<file path="config.mk">
export PLATFORM = sky130hd
export DESIGN_NAME = wav_chunk_header_parser_flat
export DESIGN_NICKNAME = d
export VERILOG_FILES = /design/src/rtl/wavhp_pkg.sv /design/src/rtl/wavhp_in_if.sv /design/src/rtl/wavhp_out_if.sv /design/src/rtl/wavhp_cfg_if.sv /design/src/rtl/wavhp_core.sv /design/src/rtl/wav_chunk_header_parser.sv /design/src/flat_wrapper.sv
export SDC_FILE = /design/constraint.sdc
export NUM_CORES = 1
export LEC_CHECK = 0
export BUFFER_PORTS_ARGS = -buffer_cell sky130_fd_sc_hd__buf_4
export CORE_MARGIN = 5
export CORE_UTILIZATION = 50
export DETAILED_ROUTE_END_ITERATION = 12
export PLACE_DENSITY = 0.67
export SYNTH_ARGS = -nofsm -noshare
export SYNTH_HDL_FRONTEND = slang
export SYNTH_SLANG_ARGS = --single-unit
export TNS_END_PERCENT = 5
</file>
<file path="constraint.sdc">
create_clock -name i_clk -period 14.9 [get_ports i_clk]
set_input_delay 2.235 -clock i_clk [delete_from_list [all_inputs] [get_ports i_clk]]
set_output_delay 2.235 -clock i_clk [all_outputs]
set_load 0.1 [all_outputs]
</file>
<file path="src/rtl/wavhp_pkg.sv">
// Package for the WAV chunk header parser: parse state, beat and result types,
// phase codes, item kinds, error codes and RIFF constants.
// Depends on nothing; used by the interfaces, wavhp_core and the top level.
package wavhp_pkg;

    typedef enum logic [5:0] {
        PH_SKIP_RIFF = 6'b000001,
        PH_HEADER    = 6'b000010,
        PH_SKIP_BODY = 6'b000100,
        PH_FMT_BODY  = 6'b001000,
        PH_DATA      = 6'b010000,
        PH_DONE      = 6'b100000
    } t_phase;

    localparam logic [1:0] KIND_HEADER  = 2'd0;
    localparam logic [1:0] KIND_PAYLOAD = 2'd1;
    localparam logic [1:0] KIND_ERROR   = 2'd2;
    localparam logic [1:0] KIND_IGNORED = 2'd3;

    localparam logic [2:0] ERR_NONE      = 3'd0;
    localparam logic [2:0] ERR_NO_FMT    = 3'd1;
    localparam logic [2:0] ERR_FMT_SHORT = 3'd2;
    localparam logic [2:0] ERR_BAD_FMT   = 3'd3;
    localparam logic [2:0] ERR_NO_DATA   = 3'd4;

    localparam logic [31:0] TAG_FMT  = 32'h666D_7420;   // "fmt "
    localparam logic [31:0] TAG_DATA = 32'h6461_7461;   // "data"

    localparam logic [31:0] RIFF_LAST_IDX   = 32'd11;   // 12-byte descriptor
    localparam logic [31:0] FMT_MIN_LEN     = 32'd16;
    localparam logic [15:0] FMT_PCM         = 16'h0001;
    localparam logic [15:0] FMT_EXTENSIBLE  = 16'hFFFE;
    localparam logic [3:0]  CHUNK_LIMIT_RST = 4'd10;
    localparam logic [3:0]  CHUNKS_MAX      = 4'd15;

    typedef struct packed {
        logic [7:0] data_byte;
        logic       file_start;
        logic       file_end;
    } t_in_beat;

    typedef struct packed {
        logic [1:0]  item_kind;
        logic [7:0]  payload_byte;
        logic        payload_last;
        logic        format_valid;
        logic [15:0] format_code;
        logic [15:0] channel_count;
        logic [31:0] sampling_rate;
        logic [15:0] sample_bits;
        logic [2:0]  error_code;
    } t_result;

    typedef struct packed {
        t_phase      phase;
        logic [31:0] byte_index;
        logic [31:0] chunk_tag;
        logic [31:0] chunk_length;
        logic [3:0]  chunks_seen;
        logic        fmt_seen;
        logic        fmt_done;
        logic [15:0] fmt_format;
        logic [15:0] fmt_channels;
        logic [31:0] fmt_rate;
        logic [15:0] fmt_bits;
        logic        finished;
    } t_parse;

    localparam t_parse PARSE_CLEAR = '{
        phase:        PH_SKIP_RIFF,
        byte_index:   32'd0,
        chunk_tag:    32'd0,
        chunk_length: 32'd0,
        chunks_seen:  4'd0,
        fmt_seen:     1'b0,
        fmt_done:     1'b0,
        fmt_format:   16'd0,
        fmt_channels: 16'd0,
        fmt_rate:     32'd0,
        fmt_bits:     16'd0,
        finished:     1'b0
    };

endpackage

</file>
<file path="src/rtl/wavhp_in_if.sv">
// Input byte channel of the WAV chunk header parser.
// Depends on wavhp_pkg.
interface wavhp_in_if import wavhp_pkg::*; ();
    logic       valid;
    logic       ready;
    logic [7:0] data_byte;
    logic       file_start;
    logic       file_end;

    modport source (output valid, output data_byte, output file_start, output file_end,
                    input ready);
    modport sink (input valid, input data_byte, input file_start, input file_end,
                  output ready);
endinterface

</file>
<file path="src/rtl/wavhp_out_if.sv">
// Result channel of the WAV chunk header parser.
// Depends on wavhp_pkg.
interface wavhp_out_if import wavhp_pkg::*; ();
    logic        valid;
    logic        ready;
    logic [1:0]  item_kind;
    logic [7:0]  payload_byte;
    logic        payload_last;
    logic        format_valid;
    logic [15:0] format_code;
    logic [15:0] channel_count;
    logic [31:0] sampling_rate;
    logic [15:0] sample_bits;
    logic [2:0]  error_code;

    modport source (output valid, output item_kind, output payload_byte,
                    output payload_last, output format_valid, output format_code,
                    output channel_count, output sampling_rate, output sample_bits,
                    output error_code, input ready);
    modport sink (input valid, input item_kind, input payload_byte,
                  input payload_last, input format_valid, input format_code,
                  input channel_count, input sampling_rate, input sample_bits,
                  input error_code, output ready);
endinterface

</file>
<file path="src/rtl/wavhp_cfg_if.sv">
// Configuration write channel of the WAV chunk header parser (chunk limit).
// Depends on wavhp_pkg.
interface wavhp_cfg_if import wavhp_pkg::*; ();
    logic       valid;
    logic       ready;
    logic [3:0] chunk_limit;

    modport source (output valid, output chunk_limit, input ready);
    modport sink (input valid, input chunk_limit, output ready);
endinterface

</file>
<file path="src/rtl/wavhp_core.sv">
// Parse state registers and the per-byte update of the WAV chunk walker.
// Depends on wavhp_pkg.
module wavhp_core import wavhp_pkg::*; (
    input  logic       i_clk,
    input  logic       i_rst_n,
    input  logic       i_en,
    input  t_in_beat   i_beat,
    input  logic [3:0] i_chunk_limit,
    output t_result    o_result
);

    t_parse r_st;
    t_parse n_st;

    t_parse      s;
    logic [2:0]  k;
    logic [1:0]  kind;
    logic [2:0]  err;
    logic [7:0]  pb;
    logic        last;
    logic [32:0] idx_inc;
    logic [32:0] padded;

    always_comb begin
        s       = i_beat.file_start ? PARSE_CLEAR : r_st;
        n_st    = s;
        kind    = KIND_HEADER;
        err     = ERR_NONE;
        pb      = 8'd0;
        last    = 1'b0;
        k       = s.byte_index[2:0];
        idx_inc = {1'b0, s.byte_index} + 33'd1;
        padded  = {1'b0, s.chunk_length} + {32'd0, s.chunk_length[0]};

        if (s.finished) begin
            kind = KIND_IGNORED;
        end else begin
            case (s.phase)
                PH_SKIP_RIFF: begin
                    if (s.byte_index >= RIFF_LAST_IDX) begin
                        n_st.phase      = PH_HEADER;
                        n_st.byte_index = 32'd0;
                    end else begin
                        n_st.byte_index = idx_inc[31:0];
                    end
                end
                PH_HEADER: begin
                    // ID big-endian into the tag, length little-endian
                    if (k == 3'd0) begin
                        n_st.chunk_tag    = {24'd0, i_beat.data_byte};
                        n_st.chunk_length = 32'd0;
                    end else if (k < 3'd4) begin
                        n_st.chunk_tag = {s.chunk_tag[23:0], i_beat.data_byte};
                    end else begin
                        case (k[1:0])
                            2'd0:    n_st.chunk_length[7:0]   = i_beat.data_byte;
                            2'd1:    n_st.chunk_length[15:8]  = i_beat.data_byte;
                            2'd2:    n_st.chunk_length[23:16] = i_beat.data_byte;
                            default: n_st.chunk_length[31:24] = i_beat.data_byte;
                        endcase
                    end
                    if (k == 3'd7) begin
                        n_st.byte_index = 32'd0;
                        if (s.chunks_seen != CHUNKS_MAX) begin
                            n_st.chunks_seen = s.chunks_seen + 4'd1;
                        end
                        if (n_st.chunk_tag == TAG_DATA) begin
                            if (!s.fmt_seen) begin
                                err = ERR_NO_FMT;
                            end else if (n_st.chunk_length == 32'd0) begin
                                n_st.finished = 1'b1;
                            end else begin
                                n_st.phase = PH_DATA;
                            end
                        end else begin
                            if (n_st.chunk_tag == TAG_FMT && !s.fmt_seen) begin
                                n_st.fmt_seen = 1'b1;
                                if (n_st.chunk_length < FMT_MIN_LEN) begin
                                    err = ERR_FMT_SHORT;
                                end else begin
                                    n_st.phase = PH_FMT_BODY;
                                end
                            end else if (n_st.chunk_length != 32'd0) begin
                                n_st.phase = PH_SKIP_BODY;
                            end
                            if (err == ERR_NONE && n_st.chunks_seen >= i_chunk_limit) begin
                                err = n_st.fmt_seen ? ERR_NO_DATA : ERR_NO_FMT;
                            end
                        end
                    end else begin
                        n_st.byte_index = {29'd0, k} + 32'd1;
                    end
                end
                PH_SKIP_BODY, PH_FMT_BODY: begin
                    if (s.phase == PH_FMT_BODY) begin
                        case (s.byte_index)
                            32'd0:  n_st.fmt_format = {8'd0, i_beat.data_byte};
                            32'd1: begin
                                n_st.fmt_format[15:8] = i_beat.data_byte;
                                if (n_st.fmt_format != FMT_PCM &&
                                    n_st.fmt_format != FMT_EXTENSIBLE) begin
                                    err = ERR_BAD_FMT;
                                end
                            end
                            32'd2:  n_st.fmt_channels = {8'd0, i_beat.data_byte};
                            32'd3:  n_st.fmt_channels[15:8] = i_beat.data_byte;
                            32'd4:  n_st.fmt_rate = {24'd0, i_beat.data_byte};
                            32'd5:  n_st.fmt_rate[15:8] = i_beat.data_byte;
                            32'd6:  n_st.fmt_rate[23:16] = i_beat.data_byte;
                            32'd7:  n_st.fmt_rate[31:24] = i_beat.data_byte;
                            32'd14: n_st.fmt_bits = {8'd0, i_beat.data_byte};
                            32'd15: begin
                                n_st.fmt_bits[15:8] = i_beat.data_byte;
                                n_st.fmt_done       = 1'b1;
                            end
                            default: ;
                        endcase
                    end
                    // body padded to even length
                    if (idx_inc >= padded) begin
                        n_st.phase      = PH_HEADER;
                        n_st.byte_index = 32'd0;
                    end else begin
                        n_st.byte_index = idx_inc[31:0];
                    end
                end
                PH_DATA: begin
                    kind = KIND_PAYLOAD;
                    pb   = i_beat.data_byte;
                    if (idx_inc >= {1'b0, s.chunk_length}) begin
                        last          = 1'b1;
                        n_st.finished = 1'b1;
                    end else begin
                        n_st.byte_index = idx_inc[31:0];
                    end
                end
                default: begin
                    n_st.finished = 1'b1;
                    kind          = KIND_IGNORED;
                end
            endcase
        end

        // early end loses to an error found on this byte
        if (err == ERR_NONE && i_beat.file_end && !n_st.finished) begin
            err = (n_st.phase == PH_DATA || n_st.fmt_seen) ? ERR_NO_DATA : ERR_NO_FMT;
        end
        if (err != ERR_NONE) begin
            kind          = KIND_ERROR;
            pb            = 8'd0;
            last          = 1'b0;
            n_st.finished = 1'b1;
        end
        if (n_st.finished) begin
            n_st.phase = PH_DONE;
        end

        o_result.item_kind     = kind;
        o_result.payload_byte  = pb;
        o_result.payload_last  = last;
        o_result.format_valid  = n_st.fmt_done;
        o_result.format_code   = n_st.fmt_format;
        o_result.channel_count = n_st.fmt_channels;
        o_result.sampling_rate = n_st.fmt_rate;
        o_result.sample_bits   = n_st.fmt_bits;
        o_result.error_code    = err;
    end

    always_ff @(posedge i_clk) begin
        if (!i_rst_n) begin
            r_st <= PARSE_CLEAR;
        end else if (i_en) begin
            r_st <= n_st;
        end
    end

endmodule

</file>
<file path="src/rtl/wav_chunk_header_parser.sv">
// Top level of the WAV chunk header parser: input register, result register,
// chunk limit register. Depends on wavhp_pkg, the three channel interfaces and wavhp_core.
//
// Usage: feed a WAV file one byte per beat on i_in, with file_start on its
// first byte and file_end on its last. Every input beat yields exactly one
// result beat on o_out: a header byte, a payload byte of the data chunk
// (payload_last on its final byte), an error with its code, or an ignored
// byte once the parse has finished. The captured fmt fields ride along on
// every result beat. i_cfg writes the chunk limit (reset value 10); write it
// only while no beats are in flight.
// An input beat passes the input register, then the result register;
// throughput is one byte per cycle while o_out does not stall, set by the
// combinational parse update between them. The input register frees as
// soon as its byte moves on, so a new beat is taken while a result waits.
// Reset clears the parse state and both valid flags and sets the chunk limit
// back to 10.
// A stall on o_out holds the result register, then the input register, and
// then drops i_in.ready; nothing is lost or repeated.
module wav_chunk_header_parser import wavhp_pkg::*; (
    input  logic      i_clk,
    input  logic      i_rst_n,
    wavhp_in_if.sink  i_in,
    wavhp_cfg_if.sink i_cfg,
    wavhp_out_if.source o_out
);

    t_in_beat   r_in;
    logic       r_in_valid;
    t_result    r_out;
    logic       r_out_valid;
    logic [3:0] r_chunk_limit;

    t_result    core_result;
    logic       advance;
    logic       in_take;

    assign advance  = r_in_valid && (!r_out_valid || o_out.ready);
    assign in_take  = i_in.valid && i_in.ready;

    assign i_in.ready  = !r_in_valid || advance;
    assign i_cfg.ready = 1'b1;

    wavhp_core u_core (
        .i_clk         (i_clk),
        .i_rst_n       (i_rst_n),
        .i_en          (advance),
        .i_beat        (r_in),
        .i_chunk_limit (r_chunk_limit),
        .o_result      (core_result)
    );

    always_ff @(posedge i_clk) begin
        if (!i_rst_n) begin
            r_in_valid    <= 1'b0;
            r_out_valid   <= 1'b0;
            r_chunk_limit <= CHUNK_LIMIT_RST;
        end else begin
            if (in_take) begin
                r_in_valid <= 1'b1;
            end else if (advance) begin
                r_in_valid <= 1'b0;
            end
            if (advance) begin
                r_out_valid <= 1'b1;
            end else if (o_out.ready) begin
                r_out_valid <= 1'b0;
            end
            if (i_cfg.valid) begin
                r_chunk_limit <= i_cfg.chunk_limit;
            end
        end
    end

    // payload: hold while stalled
    always_ff @(posedge i_clk) begin
        if (in_take) begin
            r_in.data_byte  <= i_in.data_byte;
            r_in.file_start <= i_in.file_start;
            r_in.file_end   <= i_in.file_end;
        end
        if (advance) begin
            r_out <= core_result;
        end
    end

    assign o_out.valid         = r_out_valid;
    assign o_out.item_kind     = r_out.item_kind;
    assign o_out.payload_byte  = r_out.payload_byte;
    assign o_out.payload_last  = r_out.payload_last;
    assign o_out.format_valid  = r_out.format_valid;
    assign o_out.format_code   = r_out.format_code;
    assign o_out.channel_count = r_out.channel_count;
    assign o_out.sampling_rate = r_out.sampling_rate;
    assign o_out.sample_bits   = r_out.sample_bits;
    assign o_out.error_code    = r_out.error_code;

endmodule

</file>
<file path="src/flat_wrapper.sv">
// flat-port wrapper written by rule: the top's interface ports become plain ports
module wav_chunk_header_parser_flat import wavhp_pkg::*;
  (i_clk, i_rst_n, i_in_valid, i_in_data_byte, i_in_file_start, i_in_file_end, i_in_ready, i_cfg_valid, i_cfg_chunk_limit, i_cfg_ready, o_out_valid, o_out_item_kind, o_out_payload_byte, o_out_payload_last, o_out_format_valid, o_out_format_code, o_out_channel_count, o_out_sampling_rate, o_out_sample_bits, o_out_error_code, o_out_ready);
  wavhp_in_if i_in_i ();
  wavhp_cfg_if i_cfg_i ();
  wavhp_out_if o_out_i ();
  input  logic i_clk;
  input  logic i_rst_n;
  input wire logic [$bits(i_in_i.valid)-1:0] i_in_valid;
  input wire logic [$bits(i_in_i.data_byte)-1:0] i_in_data_byte;
  input wire logic [$bits(i_in_i.file_start)-1:0] i_in_file_start;
  input wire logic [$bits(i_in_i.file_end)-1:0] i_in_file_end;
  output wire logic [$bits(i_in_i.ready)-1:0] i_in_ready;
  input wire logic [$bits(i_cfg_i.valid)-1:0] i_cfg_valid;
  input wire logic [$bits(i_cfg_i.chunk_limit)-1:0] i_cfg_chunk_limit;
  output wire logic [$bits(i_cfg_i.ready)-1:0] i_cfg_ready;
  output wire logic [$bits(o_out_i.valid)-1:0] o_out_valid;
  output wire logic [$bits(o_out_i.item_kind)-1:0] o_out_item_kind;
  output wire logic [$bits(o_out_i.payload_byte)-1:0] o_out_payload_byte;
  output wire logic [$bits(o_out_i.payload_last)-1:0] o_out_payload_last;
  output wire logic [$bits(o_out_i.format_valid)-1:0] o_out_format_valid;
  output wire logic [$bits(o_out_i.format_code)-1:0] o_out_format_code;
  output wire logic [$bits(o_out_i.channel_count)-1:0] o_out_channel_count;
  output wire logic [$bits(o_out_i.sampling_rate)-1:0] o_out_sampling_rate;
  output wire logic [$bits(o_out_i.sample_bits)-1:0] o_out_sample_bits;
  output wire logic [$bits(o_out_i.error_code)-1:0] o_out_error_code;
  input wire logic [$bits(o_out_i.ready)-1:0] o_out_ready;
  assign i_in_i.valid = i_in_valid;
  assign i_in_i.data_byte = i_in_data_byte;
  assign i_in_i.file_start = i_in_file_start;
  assign i_in_i.file_end = i_in_file_end;
  assign i_in_ready = i_in_i.ready;
  assign i_cfg_i.valid = i_cfg_valid;
  assign i_cfg_i.chunk_limit = i_cfg_chunk_limit;
  assign i_cfg_ready = i_cfg_i.ready;
  assign o_out_valid = o_out_i.valid;
  assign o_out_item_kind = o_out_i.item_kind;
  assign o_out_payload_byte = o_out_i.payload_byte;
  assign o_out_payload_last = o_out_i.payload_last;
  assign o_out_format_valid = o_out_i.format_valid;
  assign o_out_format_code = o_out_i.format_code;
  assign o_out_channel_count = o_out_i.channel_count;
  assign o_out_sampling_rate = o_out_i.sampling_rate;
  assign o_out_sample_bits = o_out_i.sample_bits;
  assign o_out_error_code = o_out_i.error_code;
  assign o_out_i.ready = o_out_ready;
  wav_chunk_header_parser u_core (.i_clk(i_clk), .i_rst_n(i_rst_n), .i_in(i_in_i), .i_cfg(i_cfg_i), .o_out(o_out_i));
endmodule
</file>
==> results of run 1 <==
[worst max-delay path, cell delays in order, from the launching register on]
cell and delay [ns]:
edfxtp_1 0.40, buf_4 0.27, buf_4 0.36, nor2b_1 0.29, ha_1 0.25, nand4_1 0.19
nor4_1 0.94, nand4_1 0.30, nor4_1 0.39, and4_1 0.37, nand3_1 0.12, xnor2_1 0.14
nand2_1 0.07, ha_1 0.31, a21o_1 0.16, a21o_1 0.17, a211oi_1 0.20, o21ai_0 0.13
a21oi_1 0.25, nand2_1 0.10, o22ai_1 0.69, nor2_1 0.14, nor2_1 0.15, buf_4 0.27
a22o_1 0.16
[worst paths after layout]
path | slack, ns | endpoint | start
max | 7.95 | u_core.u_core.r_st[160]$_SDFFE_PN0P_ | u_core.r_in[1]$_DFFE_PP_
min | 0.46 | u_core.u_core.r_st[45]$_SDFFE_PN0P_ | u_core.u_core.r_st[45]$_SDFFE_PN0P_
max reg2reg | 7.95 | u_core.u_core.r_st[160]$_SDFFE_PN0P_ | u_core.r_in[1]$_DFFE_PP_
min reg2reg | 0.46 | u_core.u_core.r_st[45]$_SDFFE_PN0P_ | u_core.u_core.r_st[45]$_SDFFE_PN0P_
[layer usage]
| metal | routed length [µm] | GRT usage | share of wire |
|---|---|---|---|
| met1 | 21120 | 0.3485 | 0.42 |
| met2 | 22890 | 0.4299 | 0.46 |
| met3 | 3480 | 0.03944 | 0.070 |
| met4 | 2244 | 0.1127 | 0.045 |
| met5 | 0 | 0 | 0 |
[report_power, final]
part | leakage, nW | internal, mW | total, mW | switching (mW)
combinational | 3.57 | 0.0463 | 0.238 | 0.191
sequential | 2.52 | 0.868 | 0.877 | 0.00905
clock | 0.509 | 0.456 | 0.803 | 0.347
[metrics by stage]
step,worst slack (ns),cell area (µm²)
global placement,8.194,17540
finish,7.948,18610
floorplan,8.382,16380
detailed placement,8.109,17540
global route,7.364,18610
CTS,8.090,18610
[kinds of logic (layout without fill, tap and decap cells)]
kind of cell | Yosys count | after routing | synth area share
and+or+nand+nor | 801 | 801 | 0.2308
AOI/OAI and AO/OA | 490 | 490 | 0.2026
DFF | 300 | 300 | 0.4308
buffers and inverters | 163 | 246 | 0.03865
adders and majority gates | 71 | 71 | 0.05423
xor gates and xnor gates | 61 | 61 | 0.03262
muxes | 16 | 16 | 0.01008
other | 1 | 1 | 0.0002289
[cells in the mapped netlist, drive strengths merged, types with 28 or more instances]
master  count  area share
xnor2      38       0.020
a22oi      89       0.041
edfxtp    105        0.19
a21oi      96       0.029
nor2b      32       0.012
clkbuf    102       0.023
nand2b     44       0.017
nand2     213       0.049
nor2      262       0.060
nand4      28       0.011
dfxtp     195        0.24
ha         71       0.054
o21ai     104       0.032
a22o       29       0.016
nand3      69       0.022
nor3       43       0.013
inv        40      0.0092
nor4       34       0.013
[cell type report]
type                       instances  share of cell area
clock buffer                      45             0.04908
clock inverter                    18            0.008337
inverter                          42            0.008875
multi-input combinational       1440              0.4679
sequential                       300              0.3793
tap                              442             0.02972
timing repair buffer             141             0.05688
[sequential cells by signal (all words and copies together) (netlist names)]
register                    count
u_core.o_out.valid              1
u_core.u_core.r_st            189
u_core.o_out.sampling_rate     32
u_core.o_out.sample_bits       16
u_core.o_out.format_code       16
u_core.r_in                    10
u_core.r_chunk_limit            4
u_core.o_out.payload_last       1
u_core.o_out.payload_byte       8
u_core.o_out.item_kind          2
u_core.o_out.channel_count     16
u_core.o_out.error_code         3
u_core.o_out.format_valid       1
u_core.r_in_valid               1
==> summary.md, run 1 <==
| Metric | Value |
|---|---|
| IO Pins | 117 |
| Synth Net Count | 1993 |
| Pleak | 6.602 nW |
| Detailed Place HPWL | 34000 µm |
| CP arrival | 7.41 ns |
| Most common cell after layout, fill and taps aside | nor2_1 |
| Total CTS buffers | 35 |
| First-pass GRT wire length | 77760 µm |
| Synth cell types | 79 |
| Min Tclk post-route | 6.953 ns |
| Final slew viol count | 0 |
| Register-to-Register Path Depth | 24 |
| Port bufs | 115 |
| Mean Syn Cell Area | 8.608 µm² |
| Remaining Overflow, GRT | 0 |
| #FFs+latches synth | 300 |
| Startpoint Class | flip-flop |
| Final WL | 49730 µm |
| Post-layout total power | 1.918 mW |
| CTS Root Buffer Type | clkbuf_16 |
| Area growth syn-to-layout | 13.61% |
| Kind of critical path | reg -> reg |
| Hold WC Path Type | reg -> reg |
| Multi-input logic area | 8707 µm² |
| Vert. Die Dim | 191 µm |
| CTS Buffer Depth | 3 |
| Vias after detailed routing | 15050 |
| Max Freq | 0.1438 GHz |
| Starting DRT DRC Count | 1588 |
| Setup_tns | 0 ns |
| Final Hold Violating Endpoints | 0 |
| # Post-CTS Setup Buffers | 0 |
| CTS Hold Bufs | 0 |
| DR pass1 iterations | 6 |
| Seq. cell area | 7058 µm² |
| Synthesized cell area | 16380 µm² |
| Ys async rst share | 0 |
| Final period util | 0.4666 |
| Slew HR | 0.2829 |
| Initial antenna violation count | 0 |
| Worst-Skew Late Latency | 0.54 ns |
| Crit end category | flip-flop |
| Largest net degree at the start of global routing | 95 |
| Final setup viols | 0 |
| Maxcap violations | 0 |
| Post_cts resized | 0 |
| Worst Path Required | 15.36 ns |
| Routed WL per cell | 20.48 µm |
| Vias in the first global route | 14160 |
| Synth warn | 0 |
| Placement Rows | 66 |
| GP Congestion | 0.9463 |
| Floorplan core area | 32450 µm² |
| Layout Utilization | 0.5734 |
| Initial core utilization | 0.5047 |
| Status | finished clean |
| TritonCTS clock tree | built |
| Chip width | 191 µm |
| Clock sinks | 300 |
| Fill cells | 3013 |
| Final std cells w/o fill | 2428 |
| Post-synthesis sequential area ratio | 0.4308 |
| DRC | 0 |
| Hold_ws | 0.4565 ns |
| EDFF count, synth | 105 |
| Top FF cell, synth | dfxtp_1 |
| Post-DRT Antenna Nets | 0 |
| Total die area | 36480 µm² |
| Clock-pin transition on the worst setup and hold timing paths | 0.06 ns |
| VDD IR max | 0.08280 mV |
| Htree depth | 2 |
| Ant diodes | 0 |
| Share of cells above drive strength 1 | 0.1143 |
| Nets | 2050 |
| Via density | 6.200 |
| Measured slew at the worst slew-check pin | 1.066 ns |
| Power Density | 103.0 nW/µm² |
| Crit-path max FO | 67 |
| DP Cell Count | 2365 |
| Clock Skews | 0.02881 ns |
| Post-synthesis cell count | 1903 |
| RSZ-0062 raised after global routing | false |
| Hold Path Depth | 2 |
| Most frequent cells in the layout | nor2_1 (261), nand2_1 (213), dfxtp_1 (194) |
| Total track usage | 0.2629 |
(Power assumes the default switching activity.)
==> run 2, diff against run 1 <==
--- a/config.mk
+++ b/config.mk
@@ -9,7 +9,7 @@
 export CORE_MARGIN = 5
 export CORE_UTILIZATION = 50
 export DETAILED_ROUTE_END_ITERATION = 12
-export PLACE_DENSITY = 0.67
+export PLACE_DENSITY = 0.7
 export SYNTH_ARGS = -nofsm -noshare
 export SYNTH_HDL_FRONTEND = slang
 export SYNTH_SLANG_ARGS = --single-unit
==> constraint.sdc (replaced) <==
create_clock -name i_clk -period 5.6 [get_ports i_clk]
set_input_delay 0.84 -clock i_clk [delete_from_list [all_inputs] [get_ports i_clk]]
set_output_delay 0.84 -clock i_clk [all_outputs]
set_load 0.1 [all_outputs]
==> summary.md, run 2 (synthesized netlist as in run 1, its figures left out) <==
| Metric | Value |
|---|---|
| Status | finished clean |
| Port bufs | 115 |
| Vias in the first global route | 13970 |
| Slew HR | 0.3681 |
| DRC | 0 |
| GP Congestion | 0.9585 |
| Total die area | 36480 µm² |
| First-pass GRT wire length | 78180 µm |
| Htree depth | 2 |
| Final Hold Violating Endpoints | 0 |
| Via density | 6.211 |
| Worst-Skew Late Latency | 0.53 ns |
| Chip width | 191 µm |
| Nets | 2071 |
| Crit-path max FO | 21 |
| Remaining Overflow, GRT | 0 |
| Starting DRT DRC Count | 1757 |
| Ant diodes | 0 |
| Final WL | 50680 µm |
| Kind of critical path | reg -> reg |
| Routed wl met3 | 3655 µm |
| Register-to-Register Path Depth | 19 |
| Vias after detailed routing | 15210 |
| Metal-1 WL | 21810 µm |
| Floorplan core area | 32450 µm² |
| Power Density | 282.5 nW/µm² |
| CP arrival | 5.74 ns |
| Startpoint Class | flip-flop |
| Largest net degree at the start of global routing | 93 |
| Routed WL per cell | 20.69 µm |
| RSZ-0062 raised after global routing | false |
| Min Tclk post-route | 5.324 ns |
| Final setup viols | 0 |
| TritonCTS clock tree | built |
| Share of cells above drive strength 1 | 0.1345 |
| Setup_tns | 0 ns |
| Top Metal Used | met4 |
| VDD IR max | 0.2194 mV |
| Pleak | 6.826 nW |
| Clock Skews | 0.01863 ns |
| Initial antenna violation count | 0 |
| Hold Path Depth | 2 |
| Hold WC Path Type | reg -> reg |
| Post-DRT Antenna Nets | 0 |
| Detailed Place HPWL | 35280 µm |
| DR pass1 iterations | 5 |
| Max Freq | 0.1878 GHz |
| Most frequent cells in the layout | nor2_1 (260), nand2_1 (213), dfxtp_1 (194) |
| Largest register FFs | 189 |
| Measured slew at the worst slew-check pin | 0.9347 ns |
| Clock-pin transition on the worst setup and hold timing paths | 0.06 ns |
| Maxcap violations | 0 |
| WL met2 | 23390 µm |
| Worst Path Required | 6.02 ns |
| Final slew viol count | 0 |
| Total CTS buffers | 34 |
| DP Cell Count | 2384 |
| Total track usage | 0.2649 |
| Reg with most FFs | u_core.u_core.r_st |
| Final std cells w/o fill | 2449 |
| Initial core utilization | 0.5047 |
| IO Pins | 117 |
| Vert. Die Dim | 191 µm |
| Clock sinks | 300 |
| CTS Buffer Depth | 3 |
| Area growth syn-to-layout | 15.87% |
| CTS Root Buffer Type | clkbuf_16 |
| Crit end category | flip-flop |
| Most common cell after layout, fill and taps aside | nor2_1 |
| Placement Rows | 66 |
| Final period util | 0.9508 |
-- run 2: changes by cell type in the layout (fill, tap and decap cells not counted), sizes merged --
cell | before | now
buf | 141 | 163
bufinv | 1 | 5
clkinv | 13 | 10
clkbuf | 45 | 43
clkinvlp | 3 | 2
inv | 43 | 44
-- run 2: path summary, 6_finish.rpt --
| check | from | to | slack [ns] |
|---|---|---|---|
| max | u_core.r_in[1]$_DFFE_PP_ | u_core.u_core.r_st[165]$_SDFFE_PN0P_ | 0.28 |
| min | u_core.u_core.r_st[60]$_SDFFE_PN0P_ | u_core.u_core.r_st[60]$_SDFFE_PN0P_ | 0.46 |
| max reg2reg | u_core.r_in[1]$_DFFE_PP_ | u_core.u_core.r_st[165]$_SDFFE_PN0P_ | 0.28 |
| min reg2reg | u_core.u_core.r_st[60]$_SDFFE_PN0P_ | u_core.u_core.r_st[60]$_SDFFE_PN0P_ | 0.46 |
-- run 2: layout make-up --
| type | count | area [µm²] |
|---|---|---|
| tap | 442 | 553.0 |
| timing repair buffer | 163 | 1224 |
| clock buffer | 43 | 955.9 |
| sequential | 300 | 7058 |
| multi-input combinational | 1440 | 8777 |
| fill | 2890 | 13470 |
| clock inverter | 19 | 247.7 |
| inverter | 42 | 165.2 |
-- run 2: routing by layer --
| metal | track usage | vias to the layer above |
|---|---|---|
| met4 | 0.08950 | 0 |
| met1 | 0.3707 | 7227 |
| met3 | 0.03506 | 125 |
| met2 | 0.4259 | 727 |
| li1 | - | 7132 |
| met5 | 0 | - |
-- run 2: worst max-delay path: stages, from the launching register on --
cell      delay (ns)
edfxtp_1        0.53
nor2b_1         0.28
ha_2            0.26
nand4_1         0.20
nor4_4          0.28
nand4_1         0.28
nor4_4          0.38
and4_2          0.33
nand2_1         0.09
or4_1           0.50
ha_1            0.32
nand4_1         0.11
nor3_1          0.29
o31ai_1         0.14
a31oi_2         0.34
o22ai_2         0.23
nor2_1          0.17
nor2_1          0.06
buf_4           0.21
a22o_1          0.20
-- run 2: what timing repair did --
| action | 4_1_cts | 5_1_grt |
|---|---|---|
| endpoints found under the setup margin | 0 | 41 |
| setup buffers | 0 | 3 |
| hold buffers | 0 | 0 |
| resized for setup | 0 | 7 |
-- run 2: per-stage QoR --
stage | area [µm²] | setup slack, ns | total power [mW] | util | hold slack (ns)
after floorplan | 16490 | 0.0002625 | 2.853 | - | 0.4357
after global placement | 17720 | 0.2257 | 3.010 | 0.5460 | 0.4418
after detailed placement | 17720 | 0.1097 | 3.016 | 0.5460 | 0.4465
after CTS | 18920 | 0.09461 | 5.384 | 0.5831 | 0.4549
after global routing | 18980 | 0.0008775 | 5.508 | 0.5849 | 0.4786
final | 18980 | 0.2757 | 5.362 | 0.5849 | 0.4583
-- run 2: report_power, final --
group / total, mW / internal [mW] / leakage, nW / switching (mW)
Combinational: 0.628 / 0.128 / 3.72 / 0.500
Sequential: 2.35 / 2.31 / 2.52 / 0.0396
Clock: 2.39 / 1.45 / 0.589 / 0.933
Total: 5.36 / 3.89 / 6.83 / 1.47
==> run 3, diff against run 2 <==
--- a/config.mk
+++ b/config.mk
@@ -10,6 +10,8 @@
 export CORE_UTILIZATION = 50
 export DETAILED_ROUTE_END_ITERATION = 12
 export PLACE_DENSITY = 0.7
+export RECOVER_POWER = 50
+export SLEW_MARGIN = 20
 export SYNTH_ARGS = -nofsm -noshare
 export SYNTH_HDL_FRONTEND = slang
 export SYNTH_SLANG_ARGS = --single-unit
==> summary.md, run 3 (synthesized netlist as in run 1, its figures left out) <==
| Metric | Value |
|---|---|
| CTS Buffer Depth | 3 |
| Slew HR | -0.9120 |
| Seq. cell area | 7058 µm² |
| Chip width | 191 µm |
| Hold WC Path Type | reg -> reg |
| Slowest CP cell | edfxtp_1 |
| First-pass GRT wire length | 78180 µm |
| Hold path start | u_core.u_core.r_st[60]$_SDFFE_PN0P_ |
| Worst-Skew Late Latency | 0.52 ns |
| Max Freq | 0.1889 GHz |
| Pre-CTS setup slack | 0.1097 ns |
| Worst stage delay on the critical path | 0.53 ns |
| Worst Setup SP | u_core.r_in[1]$_DFFE_PP_ |
| Share of cells above drive strength 1 | 0.08421 |
| Nets | 2071 |
| Min Tclk post-route | 5.295 ns |
| Largest register FFs | 189 |
| Power Density | 286.6 nW/µm² |
| Setup_tns | 0 ns |
| Final slew viol count | 111 |
| Via density | 6.204 |
| Setup ws final | 0.3052 ns |
| Bufs and invs on worst path | 1 |
| Area growth syn-to-layout | 13.56% |
| Failing checks | capacitance limit, slew limit |
| Crit-path max FO | 21 |
| Detailed Place HPWL | 35280 µm |
| GP Congestion | 0.9585 |
| Top cell by count, worst path | nand4_1 |
| Comb power frac | 0.112 |
| CP arrival | 5.71 ns |
| Initial core utilization | 0.5047 |
| Floorplan core area | 32450 µm² |
| Total track usage | 0.2649 |
| Kind of critical path | reg -> reg |
| Final WL | 50660 µm |
| Worst Path Required | 6.02 ns |
| Pleak | 6.468 nW |
| Levels on crit path | 19 |
| Most frequent cells in the layout | nor2_1 (260), nand2_1 (213), dfxtp_1 (194) |
| TritonCTS clock tree | built |
| Status | finished, violations left |
| Remaining Overflow, GRT | 0 |
| DRC | 0 |
| RSZ-0062 raised after global routing | false |
| Cell chain of the critical path | nor2b_1, ha_2, nand4_1, nor4_4, nand4_1, nor4_4, and4_2, nand2_1, or4_1, ha_1, nand4_1, nor3_1, o31ai_1, a31oi_2, o22ai_2, nor2_1, nor2_1, buf_4, a22o_1 |
| Clock power frac | 0.447 |
| Int Pwr | 3.859 mW |
| Register-to-Register Path Depth | 19 |
| Ant diodes | 0 |
| Placement Rows | 66 |
| Reg2Reg Setup Slack | 0.31 ns |
| Hold Path Depth | 2 |
| Crit end category | flip-flop |
| Clock-pin transition on the worst setup and hold timing paths | 0.06 ns |
| CTS Root Buffer Type | clkbuf_16 |
| Clock Skews | 0.01631 ns |
| Psw | 1.472 mW |
| Fill cells | 3010 |
| Final Hold Violating Endpoints | 0 |
| Top delay family on crit path | simple AND/OR/NAND/NOR gates |
| Reg with most FFs | u_core.u_core.r_st |
| Initial antenna violation count | 0 |
| Clock sinks | 300 |
| Maxcap violations | 2 |
| Sw frac | 0.2761 |
| Total die area | 36480 µm² |
| Largest net degree at the start of global routing | 93 |
| Vert. Die Dim | 191 µm |
| CTS Hold Bufs | 0 |
| Starting DRT DRC Count | 1737 |
| Flop pwr share | 0.441 |
| Measured slew at the worst slew-check pin | 2.868 ns |
| Crit Reg-Reg Endpoint | u_core.u_core.r_st[163]$_SDFFE_PN0P_ |
| Routed WL per cell | 20.69 µm |
| Hold_ws | 0.4566 ns |
| Vias after detailed routing | 15190 |
| Endpoint, Worst Hold | u_core.u_core.r_st[60]$_SDFFE_PN0P_ |
| Startpoint Class | flip-flop |
| Post-DRT Antenna Nets | 0 |
| Final period util | 0.9455 |
| Htree depth | 2 |
| R2R Path Start | u_core.r_in[1]$_DFFE_PP_ |
| VDD IR max | 0.2194 mV |
| DR pass1 iterations | 6 |
| IO Pins | 117 |
| Final setup viols | 0 |
| Total CTS buffers | 34 |
| Most common cell after layout, fill and taps aside | nor2_1 |
| Vias in the first global route | 13970 |
| Multi-input logic area | 8775 µm² |
| Port bufs | 115 |
[run 3: what timing repair did]
item                                    4_1_cts  5_1_grt
endpoints found under the setup margin        0       41
hold endpoints to repair                      0        0
buffers inserted                              0        3
gates resized for setup                       0        7
[run 3: how the worst max path moves through the flow]
stage | slack, ns | to
finish | 0.31 | u_core.u_core.r_st[163]$_SDFFE_PN0P_
global route | 0.0006 | u_core.u_core.r_st[180]$_SDFFE_PN0P_
CTS | 0.09 | u_core.u_core.r_st[165]$_SDFFE_PN0P_
detailed placement | 0.11 | u_core.u_core.r_st[165]$_SDFFE_PN0P_
global placement | 0.23 | u_core.u_core.r_st[176]$_SDFFE_PN0P_
floorplan | 0.0003 | u_core.u_core.r_st[180]$_SDFFE_PN0P_
[run 3: layout make-up]
class,instances,share of cell area
tap,442,0.02973
multi-input combinational,1440,0.4717
sequential,300,0.3794
inverter,42,0.008811
clock inverter,19,0.01332
clock buffer,43,0.05139
timing repair buffer,163,0.04560
[run 3: per-stage QoR]
stage	instance area, µm²	utilization	std cells	total power [mW]
final	18600	0.5732	2449	5.331
after global routing	18600	0.5732	2449	5.477
after CTS	18920	0.5831	2446	5.384
after detailed placement	17720	0.5460	2384	3.016
after global placement	17720	0.5460	2384	3.010
after floorplan	16490	-	1903	2.853
[run 3: per-layer routing]
layer | track usage | wire, µm
met5 | 0 | 0
met4 | 0.08950 | 1699
met3 | 0.03506 | 3903
met2 | 0.4259 | 23260
met1 | 0.3707 | 21800
[run 3: tightest hold or removal path: stages, from the launching register on]
cell,delay (ns)
dfxtp_1,0.31
nand2_1,0.05
a21oi_1,0.05
[run 3: power by group through the flow]
stage | Clock [mW] | Combinational [mW] | Sequential [mW]
final | 2.38 | 0.598 | 2.35
after global routing | 2.50 | 0.622 | 2.35
after CTS | 2.42 | 0.621 | 2.35
after detailed placement | 0 | 0.621 | 2.40
after global placement | 0 | 0.616 | 2.39
after floorplan | 0 | 0.216 | 2.64
